$ cat config.mk
export PLATFORM = sky130hd
export DESIGN_NAME = spritz_sponge_cipher_core_flat
export DESIGN_NICKNAME = d
export VERILOG_FILES = /design/src/spritz_pkg.sv /design/src/spritz_stream_if.sv /design/src/spritz_in_if.sv /design/src/spritz_perm_mem.sv /design/src/spritz_seq.sv /design/src/spritz_sponge_cipher_core.sv /design/src/flat_wrapper.sv
export VERILOG_INCLUDE_DIRS = /design/src /design/src/src
export SDC_FILE = /design/constraint.sdc
export NUM_CORES = 2
export LEC_CHECK = 0
export CAP_MARGIN = 20
export CORE_MARGIN = 5
export CORE_UTILIZATION = 52
export CTS_CLUSTER_DIAMETER = 100
export DETAILED_ROUTE_END_ITERATION = 10
export DONT_BUFFER_PORTS = 1
export MAX_ROUTING_LAYER = met4
export PLACE_DENSITY = 0.67
export SLEW_MARGIN = 5
export SYNTH_ARGS = -nofsm -noshare
export SYNTH_HDL_FRONTEND = slang
export SYNTH_SLANG_ARGS = --single-unit
export TNS_END_PERCENT = 100
$ cat constraint.sdc
create_clock -name clk -period 6.6 [get_ports clk]
set_input_delay 0.66 -clock clk [delete_from_list [all_inputs] [get_ports clk]]
set_output_delay 0.66 -clock clk [all_outputs]
set_load 0.01 [all_outputs]
$ cat src/spritz_sponge_cipher_core_macros.svh
// Assertion macros used by the sponge sequencer.
`ifndef SPRITZ_SPONGE_CIPHER_CORE_MACROS_SVH
`define SPRITZ_SPONGE_CIPHER_CORE_MACROS_SVH
`ifndef ASSERT_OFF
`define SSC_ASSERT(label, clk, rst_n, prop, msg) \
	label: assert property (@(posedge clk) disable iff (!rst_n) prop) else $error(msg);
`define SSC_ASSERT_NEVER(label, clk, rst_n, expr, msg) \
	label: assert property (@(posedge clk) disable iff (!rst_n) !(expr)) else $error(msg);
`else
`define SSC_ASSERT(label, clk, rst_n, prop, msg)
`define SSC_ASSERT_NEVER(label, clk, rst_n, expr, msg)
`endif
`endif

$ cat src/spritz_pkg.sv
package spritz_pkg;
	localparam int unsigned PermSize = 256;
	localparam int unsigned HalfSize = PermSize / 2;
	localparam int unsigned WhipLen  = PermSize * 2;
	localparam logic [3:0]  NibMask  = 4'hf;
	localparam logic [7:0]  ByteMask = 8'hff;

	typedef enum logic [1:0] {
		OP_REINIT = 2'd0,
		OP_ABSORB = 2'd1,
		OP_STOP   = 2'd2,
		OP_DRIP   = 2'd3
	} op_t;

	// Memory port request from the sequencer to the permutation store.
	typedef struct packed {
		logic       we;
		logic [7:0] addr;
		logic [7:0] wdata;
	} mem_req_t;
endpackage

$ cat src/spritz_stream_if.sv
interface spritz_stream_if #(parameter int unsigned Width = 8);
	logic             valid;
	logic             ready;
	logic [Width-1:0] data;
	modport source (output valid, output data, input ready);
	modport sink (input valid, input data, output ready);
endinterface

$ cat src/spritz_in_if.sv
interface spritz_in_if;
	logic       valid;
	logic       ready;
	logic [1:0] opcode;
	logic [7:0] data_byte;
	modport source (output valid, output opcode, output data_byte, input ready);
	modport sink (input valid, input opcode, input data_byte, output ready);
endinterface

$ cat src/spritz_perm_mem.sv
module spritz_perm_mem (
	input  logic                 clk,
	input  spritz_pkg::mem_req_t req,
	output logic [7:0]           rdata
);
	import spritz_pkg::*;

	logic [7:0] mem [PermSize];

	always_ff @(posedge clk) begin
		if (req.we) begin
			mem[req.addr] <= req.wdata;
		end
		rdata <= mem[req.addr];
	end
endmodule

$ cat src/spritz_seq.sv
`include "spritz_sponge_cipher_core_macros.svh"
module spritz_seq (
	input  logic                 clk,
	input  logic                 arst_n,
	spritz_in_if.sink            in_ch,
	spritz_stream_if.source      out_ch,
	output spritz_pkg::mem_req_t req,
	input  logic [7:0]           rdata
);
	import spritz_pkg::*;

	// Each memory read is issued in one state and its data used in the next.
	typedef enum logic [4:0] {
		S_INIT, S_IDLE, S_DISPATCH,
		S_NIB, S_NIB_RA, S_NIB_RB, S_NIB_WA,
		S_U0, S_U1, S_U2, S_U3, S_U4, S_U5, S_U6,
		S_CR0, S_CR1, S_CR2, S_CR3,
		S_Z0, S_Z1, S_Z2, S_Z3, S_OUT
	} state_t;

	state_t     state_q;
	logic [7:0] i_q, j_q, k_q, z_q, a_q, w_q;
	logic [7:0] cnt_q;      // init sweep and crush index
	logic [8:0] upd_q;      // updates left in the current whip
	logic [2:0] phase_q;    // shuffle phase: whip, crush, whip, crush, whip
	logic       in_shuf_q;  // update belongs to a whip
	logic [1:0] op_q;
	logic [7:0] d_q;
	logic       nib_q;      // second nibble in progress
	logic [7:0] t_q, u_q;
	logic [7:0] out_q;
	logic       out_vld_q;
	logic [7:0] na;

	assign na = HalfSize[7:0] + (nib_q ? {4'd0, d_q[7:4]} : {4'd0, d_q[3:0] & NibMask});
	assign in_ch.ready = (state_q == S_IDLE) && !out_vld_q;
	assign out_ch.valid = out_vld_q;
	assign out_ch.data = out_q;

	always_comb begin
		req = '{we: 1'b0, addr: 8'd0, wdata: 8'd0};
		case (state_q)
			S_INIT:   req = '{we: 1'b1, addr: cnt_q, wdata: cnt_q};
			S_NIB:    req.addr = a_q;
			S_NIB_RA: req.addr = na;
			S_NIB_RB: req = '{we: 1'b1, addr: a_q, wdata: rdata};
			S_NIB_WA: req = '{we: 1'b1, addr: na, wdata: t_q};
			S_U0:     req.addr = i_q + w_q;
			S_U1:     req.addr = j_q + rdata;
			S_U2:     req.addr = k_q + rdata;
			S_U3:     req.addr = i_q;
			S_U4:     req.addr = j_q;
			S_U5:     req = '{we: 1'b1, addr: i_q, wdata: rdata};
			S_U6:     req = '{we: 1'b1, addr: j_q, wdata: t_q};
			S_CR0:    req.addr = cnt_q;
			S_CR1:    req.addr = ByteMask - cnt_q;
			S_CR2:    req = '{we: t_q > rdata, addr: cnt_q, wdata: rdata};
			S_CR3:    req = '{we: 1'b1, addr: ByteMask - cnt_q, wdata: t_q};
			S_Z0:     req.addr = z_q + k_q;
			S_Z1:     req.addr = i_q + rdata;
			S_Z2:     req.addr = j_q + rdata;
			default:  ;
		endcase
	end

	// Entry point of a shuffle phase; the last phase returns to the caller.
	function automatic state_t after_phase(input logic [2:0] ph, input logic [1:0] op);
		state_t s;
		begin
			s = S_U0;
			if (ph inside {3'd1, 3'd3}) s = S_CR0;
			else if (ph == 3'd5) s = (op == OP_DRIP) ? S_U0 : S_NIB;
			return s;
		end
	endfunction

	always_ff @(posedge clk or negedge arst_n) begin
		if (!arst_n) begin
			state_q <= S_INIT;
			{i_q, j_q, k_q, z_q, a_q} <= '0;
			w_q <= 8'd1;
			cnt_q <= '0;
			upd_q <= '0;
			phase_q <= '0;
			in_shuf_q <= 1'b0;
			op_q <= OP_REINIT;
			d_q <= '0;
			nib_q <= 1'b0;
			t_q <= '0;
			u_q <= '0;
			out_q <= '0;
			out_vld_q <= 1'b0;
		end else begin
			if (out_ch.valid && out_ch.ready) out_vld_q <= 1'b0;
			case (state_q)
				S_INIT: begin
					cnt_q <= cnt_q + 8'd1;
					if (cnt_q == ByteMask) state_q <= S_IDLE;
				end
				S_IDLE: begin
					if (in_ch.valid && in_ch.ready) begin
						op_q <= in_ch.opcode;
						d_q <= in_ch.data_byte;
						nib_q <= 1'b0;
						state_q <= S_DISPATCH;
					end
				end
				S_DISPATCH: begin
					in_shuf_q <= 1'b0;
					case (op_q)
						OP_REINIT: begin
							{i_q, j_q, k_q, z_q, a_q} <= '0;
							w_q <= 8'd1;
							cnt_q <= '0;
							state_q <= S_INIT;
						end
						OP_STOP: begin
							if (a_q == HalfSize[7:0]) begin
								in_shuf_q <= 1'b1;
								phase_q <= '0;
								upd_q <= WhipLen[8:0] - 9'd1;
								state_q <= S_U0;
							end else begin
								a_q <= a_q + 8'd1;
								state_q <= S_IDLE;
							end
						end
						default: begin
							if ((op_q == OP_DRIP) ? (a_q != 8'd0) : (a_q == HalfSize[7:0]))
									begin
								in_shuf_q <= 1'b1;
								phase_q <= '0;
								upd_q <= WhipLen[8:0] - 9'd1;
								state_q <= S_U0;
							end else begin
								state_q <= (op_q == OP_DRIP) ? S_U0 : S_NIB;
							end
						end
					endcase
				end
				S_NIB: state_q <= S_NIB_RA;
				S_NIB_RA: begin
					t_q <= rdata;
					state_q <= S_NIB_RB;
				end
				S_NIB_RB: state_q <= S_NIB_WA;
				S_NIB_WA: begin
					a_q <= a_q + 8'd1;
					if (nib_q) begin
						state_q <= S_IDLE;
					end else begin
						nib_q <= 1'b1;
						state_q <= S_DISPATCH;
					end
				end
				S_U0: begin
					i_q <= i_q + w_q;
					state_q <= S_U1;
				end
				S_U1: state_q <= S_U2;
				S_U2: begin
					j_q <= k_q + rdata;
					state_q <= S_U3;
				end
				S_U3: begin
					u_q <= rdata;
					state_q <= S_U4;
				end
				S_U4: begin
					k_q <= i_q + k_q + u_q;
					t_q <= rdata;
					state_q <= S_U5;
				end
				S_U5: state_q <= S_U6;
				S_U6: begin
					if (!in_shuf_q) begin
						state_q <= S_Z0;
					end else if (upd_q != 9'd0) begin
						upd_q <= upd_q - 9'd1;
						state_q <= S_U0;
					end else begin
						w_q <= w_q + 8'd2;
						phase_q <= phase_q + 3'd1;
						cnt_q <= '0;
						upd_q <= WhipLen[8:0] - 9'd1;
						if (phase_q == 3'd4) begin
							in_shuf_q <= 1'b0;
							a_q <= (op_q == OP_STOP) ? 8'd1 : 8'd0;
							state_q <= (op_q == OP_STOP) ? S_IDLE
								: after_phase(3'd5, op_q);
						end else begin
							state_q <= after_phase(phase_q + 3'd1, op_q);
						end
					end
				end
				S_CR0: state_q <= S_CR1;
				S_CR1: begin
					t_q <= rdata;
					state_q <= S_CR2;
				end
				S_CR2: state_q <= (t_q > rdata) ? S_CR3 : S_CR0;
				S_Z0: state_q <= S_Z1;
				S_Z1: state_q <= S_Z2;
				S_Z2: state_q <= S_Z3;
				S_Z3: begin
					z_q <= rdata;
					out_q <= rdata ^ d_q;
					out_vld_q <= 1'b1;
					state_q <= S_IDLE;
				end
				default: state_q <= S_IDLE;
			endcase
			// Crush loop advance and exit, shared by both branches of the compare.
			if ((state_q == S_CR2 && !(t_q > rdata)) || state_q == S_CR3) begin
				cnt_q <= cnt_q + 8'd1;
				if (cnt_q == HalfSize[7:0] - 8'd1) begin
					phase_q <= phase_q + 3'd1;
					state_q <= S_U0;
				end else begin
					state_q <= S_CR0;
				end
			end
		end
	end

	`SSC_ASSERT(a_bound, clk, arst_n, (state_q == S_IDLE) |-> (a_q <= HalfSize[7:0]), "absorb count out of range")
	`SSC_ASSERT(a_ready_idle, clk, arst_n, in_ch.ready |-> (state_q == S_IDLE), "ready outside idle")
	`SSC_ASSERT(a_out_from_z, clk, arst_n, $rose(out_vld_q) |-> $past(state_q == S_Z3), "result without keystream step")
	`SSC_ASSERT(a_phase, clk, arst_n, in_shuf_q |-> (phase_q <= 3'd4), "shuffle phase overrun")
endmodule

$ cat src/spritz_sponge_cipher_core.sv
// Spritz sponge (N = 256) with a single-port 256-byte permutation memory driven
// by one sequencer. After reset, and after a reinit command, the permutation is
// rebuilt by a sweep during which no command is accepted. No command is accepted
// either while a drip result waits to be taken. Any command that triggers a shuffle
// adds three whips of 512 updates and two crushes of 128 steps, the whip updates
// being bound by the serial memory reads, one per cycle.
module spritz_sponge_cipher_core (
	input  logic            clk,
	input  logic            arst_n,
	spritz_in_if.sink       in_ch,
	spritz_stream_if.source out_ch
);
	import spritz_pkg::*;

	mem_req_t   req;
	logic [7:0] rdata;

	spritz_seq u_seq (
		.clk    (clk),
		.arst_n (arst_n),
		.in_ch  (in_ch),
		.out_ch (out_ch),
		.req    (req),
		.rdata  (rdata)
	);

	spritz_perm_mem u_mem (
		.clk   (clk),
		.req   (req),
		.rdata (rdata)
	);
endmodule

$ cat src/flat_wrapper.sv
// flat-port wrapper written by rule: the top's interface ports become plain ports
module spritz_sponge_cipher_core_flat import spritz_pkg::*;
  (clk, arst_n, in_ch_valid, in_ch_opcode, in_ch_data_byte, in_ch_ready, out_ch_valid, out_ch_data, out_ch_ready);
  spritz_in_if in_ch_i ();
  spritz_stream_if out_ch_i ();
  input  logic clk;
  input  logic arst_n;
  input wire logic [$bits(in_ch_i.valid)-1:0] in_ch_valid;
  input wire logic [$bits(in_ch_i.opcode)-1:0] in_ch_opcode;
  input wire logic [$bits(in_ch_i.data_byte)-1:0] in_ch_data_byte;
  output wire logic [$bits(in_ch_i.ready)-1:0] in_ch_ready;
  output wire logic [$bits(out_ch_i.valid)-1:0] out_ch_valid;
  output wire logic [$bits(out_ch_i.data)-1:0] out_ch_data;
  input wire logic [$bits(out_ch_i.ready)-1:0] out_ch_ready;
  assign in_ch_i.valid = in_ch_valid;
  assign in_ch_i.opcode = in_ch_opcode;
  assign in_ch_i.data_byte = in_ch_data_byte;
  assign in_ch_ready = in_ch_i.ready;
  assign out_ch_valid = out_ch_i.valid;
  assign out_ch_data = out_ch_i.data;
  assign out_ch_i.ready = out_ch_ready;
  spritz_sponge_cipher_core u_core (.clk(clk), .arst_n(arst_n), .in_ch(in_ch_i), .out_ch(out_ch_i));
endmodule
-- Word-level counts from Yosys, hierarchy flattened
Memories as Yosys holds them, arrays and structs flattened. A register that Yosys moved wholly into a read port is not among the register bits.
Cells that the tools add are included.
W data, S select, Z words.
- $add $sub $neg: 14
- magnitude comparators: 1
- equality and inequality tests: 45
- muxes and demuxes: 69
- bitwise operators: 1
- reductions and logical operators: 43
- operator list (kind ; count):
    $pmux W5 S20 ; 1
    $pmux W8 S2 ; 6
    $mux W8 ; 11
    $pmux W8 S11 ; 1
    $pmux W8 S3 ; 3
    $add A8 B8 Y8 ; 7
    $eq A5 B4 Y1 const B ; 8
    $mux W5 ; 8
    $mux W9 ; 4
    $pmux W9 S2 ; 2
    $eq A5 B5 Y1 const B ; 6
    $mux W3 ; 10
    $ne A3 B3 Y1 const B ; 8
    $eq A5 B3 Y1 const B ; 4
    $pmux W3 S2 ; 3
    $add A8 B1 Y8 const B ; 2
    $eq A8 B8 Y1 const B ; 2
    $reduce_bool A2 Y1 ; 8
    $reduce_and A2 Y1 ; 7
    $mux W1 ; 12
    $mux W4 ; 3
    $reduce_or A2 Y1 ; 6
    $reduce_or A3 Y1 ; 4
    $eq A5 B2 Y1 const B ; 2
    other kinds (31) ; 45
- register bits: 110
- memory bits (writable): 2048
- input bits: 14
- output and inout bits: 10
- memories kept: 1
- memory list (memory ; words ; bits a word ; read ports ; clocked after Yosys merged registers in ; wr ports ; line ; source):
    u_core.u_mem.mem ; 256 ; 8 ; 1 ; 1 ; 1 ; spritz_perm_mem.sv:8 ; logic [7:0] mem [PermSize];

-- Longest topological paths before layout
- depth in word-level cells: 9
- depth in mapped cells: 23
- mapped depth without buffers: 16

-- Modules after synthesis
From an unflattened synthesis, not the netlist that was laid out.
- cells, all modules: 4412
- area total of the unflattened synthesis: 86335.3 um^2
- by module, submodules not included (module ; times used ; cells each ; area each (um^2) ; sequential area each (um^2)):
    spritz_perm_mem ; 1 ; 3547 ; 78492.8 ; 61659.1
    spritz_seq ; 1 ; 865 ; 7842.5 ; 2753.9

-- Worst setup path after synthesis
No wires, ideal clock.
- path type: register to register
- start: register u_core.u_seq.state_q[0]
- end: memory u_core.u_mem.mem[0][0], data pin
- setup time: 0.821 ns
- data arrival time: 4.789 ns
- slack: 0.990 ns
- cell stages (with the launch flop): 9
- clock period less this slack: 5.610 ns
- path through: dfrtp_1 > buf_4 > buf_4 > buf_2 > buf_1 > a21oi_1 > o22ai_1 > a22oi_1 > nand2_1
- RTL lines (element ; line ; source):
    start: declaration ; spritz_seq.sv:21 ; state_t state_q;
    start signal: assignment ; spritz_seq.sv:136 ; state_q <= (op_q == OP_DRIP) ? S_U0 : S_NIB;
    start signal: assignment ; spritz_seq.sv:189 ; state_q <= (op_q == OP_STOP) ? S_IDLE
    start signal: assignment ; spritz_seq.sv:192 ; state_q <= after_phase(phase_q + 3'd1, op_q);
    end: declaration ; spritz_perm_mem.sv:8 ;

-- Worst setup path after layout
- start: register u_core.u_seq.state_q[2]
- end: register u_core.u_mem.rdata[1], read port of u_core.u_mem.mem
- longest elaborated chain between the ends: 3
- ends and longest elaborated chain (element ; line ; source):
    $eq A5 B5 Y1, or another cell as far along ; spritz_seq.sv:42 ; case (state_q)
    $reduce_or A3 Y1 (no line) / $reduce_or A2 Y1 (equally long branches) ; -- ;
    $pmux W8 S11 (*) ; spritz_seq.sv:42 ;
    end: declaration ; spritz_perm_mem.sv:4 ; output logic [7:0] rdata
Every way passes the cells marked *; elsewhere a longest branch is shown, timed or not.
A chain may end at the register's enable or synchronous reset.

==> flow_summary_export.csv <==
group,metric,value,unit
flow_run,maxCapViolations,0,
placed_design,dpl.hpwl,171,mm
clocking,clk_path_buf_depth,3,
route,vias_per_cell,6.40,
clocking,cts_tree,"done",
clocking,clkTransAtPathRegs,60,ps
cells_and_area,nNetsFinal,7317,
die,die_x,427,um
critical_path,critPathKind,"register to register",
route,wl_per_cell,28.8,um
synthesis,synth-edff-count,2048,
critical_path,regToRegEndpoint,"u_core.u_mem.rdata[1]",
cells_and_area,final_area,0.101,mm2
clocking,cts-resized-gates,0,
synthesis,yosysSeqAreaShare,71.1,%
die,start_util,52.2,%
sta,finalCritPeriodShare,95.3,%
route,final_antenna_net_count,0,
sta,slew_viol_final,0,
route,drt_pass1_iterations,8,
global_route,grt_pass1_wl,408,mm
clocking,cts_root_buf,"clkbuf_16",
synthesis,syn_area,0.0906,mm2
placed_design,routabilityCongestion,0.983,
min_path,hp-start,"in_ch_valid",
clocking,htree_levels,4,
critical_path,required,7400,ps
critical_path,critical_path.max_fanout,24,
critical_path,r2r_start,"u_core.u_seq.state_q[2]",
clocking,cts.sinks,2166,
synthesis,yosysUniqueCellTypes,94,
synthesis,yosys.area.top_type,"edfxtp_1",
global_route,grt_overflow,0,
placed_design,placed_area,0.0941,mm2
critical_path,reg2reg_slack,310,ps
placed_design,place.port_buffers,0,
global_route,grtUsageTotal,31.3,%
synthesis,ys.flop_type,"edfxtp_1",
synthesis,synth_nets,7321,
sta,post-route-min-period,6290,ps
sta,setup_viol,0,
die,die_area,0.183,mm2
cells_and_area,fin_cells,9751,
sta,rsz0062_at_grt,"false",
critical_path,endpoint_kind,"register",
synthesis,synth_top_area_share,67.9,%
cells_and_area,syn_to_final_growth,11.6,%
global_route,grt_max_degree,151,
min_path,min_to,"u_core.u_seq.nib_q",
critical_path,critPathLaunchType,"register",
min_path,hold_path_depth,3,
die,core,0.174,mm2
route,remaining_drc_errors,0,
min_path,hp-class,"input port to register",
sta,slew-limit-headroom,24.6,%
synthesis,syn_area_per_cell,12.5,um2
route,via_count,62415,
synthesis,ys_seq_elements,2166,
clocking,worstSkewPairLatency,870,ps
global_route,first_global_vias,58685,
die,ioPinCount,24,
die,rows,153,
placed_design,dp.cells,9333,
critical_path,arrival,7090,ps
synthesis,ys_top_cells_by_area,"edfxtp_1, nand2_1, nand3_1, dfrtp_1, nor2_1",
die,dieHeight,427,um
sta,clock_skew,33.3,ps
sta,worst_pin_slew,1130,ps
clocking,cts-buffers-inserted,214,
route,drt-initial-drc-count,9218,
sta,fmax,159,MHz
sta,setup_tns,0,ps
sta,finalHoldViolations,0,
global_route,antenna_found_initial,9,
synthesis,yosysWarnings,0,
critical_path,reg2reg_depth,19,
synthesis,synthCells,7243,
synthesis,synthArstFlopShare,5.08,%
run_status,status,"complete, no violations",
cells_and_area,drive_above_1_share,8.97,%
route,wirelength,281,mm
==> cell families after synthesis <==
kind of cell,synth area share (%)
xor+xnor,0.501
buf+inv,3.12
compound gates,8.20
fa+ha+maj,0.983
mux,1.27
flops,71.1
simple gates,14.8
==> synth_stat cells (46+ instances only) <==
| cell | number |
|---|---|
| edfxtp_1 | 2048 |
| nand2_1 | 1850 |
| nand3_1 | 690 |
| nor2_1 | 349 |
| buf_2 | 243 |
| a21oi_1 | 236 |
| a31oi_1 | 200 |
| clkbuf_1 | 157 |
| a311oi_1 | 146 |
| o21ai_0 | 132 |
| inv_1 | 111 |
| dfrtp_1 | 109 |
| a211oi_1 | 102 |
| mux2i_1 | 85 |
| and3_1 | 54 |
| buf_1 | 52 |
| ha_1 | 52 |
| nand4_1 | 49 |
| o22ai_1 | 46 |
==> worst max path at each step <==
stage                                 start                      to  slack (ps)  cells past startpoint
global placement    u_core.u_seq.state_q[2]   u_core.u_mem.rdata[4]         290                     16
floorplan           u_core.u_seq.state_q[0]  u_core.u_mem.mem[0][0]         990                      8
finish              u_core.u_seq.state_q[2]   u_core.u_mem.rdata[1]         310                     19
detailed placement  u_core.u_seq.state_q[2]   u_core.u_mem.rdata[6]         460                     18
global route        u_core.u_seq.state_q[2]   u_core.u_mem.rdata[6]         240                     18
CTS                 u_core.u_seq.state_q[2]   u_core.u_mem.rdata[6]         440                     18
==> per-layer routing <==
layer,up-vias,GRT usage [%],routed length [um]
met1,30797,42.2,106000
met3,726,8.01,35500
met4,0,14.1,14600
met5,-,-,0
li1,26765,-,-
met2,4127,45.2,125000
==> final cells by class <==
type | count | area, um2
fillers | 13617 | 72600
flip-flops and latches | 2166 | 64400
multi-input cells | 4469 | 23700
clock buffers | 270 | 5670
well taps | 2325 | 2910
repair buffers | 276 | 2820
clock inverters | 122 | 1150
inverters | 112 | 420
diodes | 11 | 27.5
==> critical path, cell delays in order, from the launching register on <==
cell	delay [ps]
dfrtp_1	360
buf_4	280
nor3b_1	130
o21ai_2	490
mux2_2	410
ha_1	320
and2_1	170
a221o_1	330
or3_1	350
a31oi_1	170
nand4_1	210
buf_4	270
nor2_1	160
buf_4	250
nand2_1	440
buf_4	370
o22ai_1	590
nor4_1	100
a22oi_1	590
and3_1	240
==> registers in the layout, summed over array words and instances (netlist names), 2 cells and up <==
name,flops
u_core.u_mem.mem,2048
u_core.u_seq.z_q,8
u_core.u_seq.out_ch.data,8
u_core.u_seq.a_q,8
u_core.u_seq.k_q,8
u_core.u_seq.state_q,5
u_core.u_seq.upd_q,9
u_core.u_seq.cnt_q,8
u_core.u_mem.rdata,8
u_core.u_seq.w_q,8
u_core.u_seq.op_q,2
u_core.u_seq.d_q,8
u_core.u_seq.t_q,8
u_core.u_seq.i_q,8
u_core.u_seq.j_q,8
u_core.u_seq.u_q,8
u_core.u_seq.phase_q,3
==> per-stage QoR <==
| step | setup WS [ps] | util, % | hold slack, ps |
|---|---|---|---|
| after floorplan | 990 | - | 364 |
| after global placement | 287 | 54.2 | 367 |
| final | 312 | 58.2 | 367 |
| after detailed placement | 464 | 54.2 | 367 |
| after CTS | 439 | 58.2 | 302 |
| after global routing | 242 | 58.2 | 415 |
==> cell usage in the layout (no fill, tap or decap), types with 17 or more instances in the layout <==
master and count:
edfxtp_1 2048, nand2_1 1842, nand3_1 673, nor2_1 344, a21oi_1 235, clkbuf_16 216, buf_4 201, a31oi_1 200
a311oi_1 146, o21ai_0 132, inv_1 111, dfrtp_1 109, a211oi_1 100, mux2i_1 85, buf_12 57, and3_1 53
ha_1 52, clkinv_1 51, nand4_1 49, clkbuf_1 48, o22ai_1 46, a32oi_1 42, xnor2_1 34, clkinv_2 32
nor3_1 30, a221oi_1 30, mux2_2 26, a22oi_1 19, nand2b_1 17
==> repair_timing <==
item                                    in CTS  in global routing
hold endpoints to repair                   121                  0
endpoints found under the setup margin       0                  0
buffers inserted                             0                  0
hold buffers                                13                  0
Power is left out: the tool's default activity adds up to more than one toggle a clock period on the data nets, which glitch-free logic cannot reach.
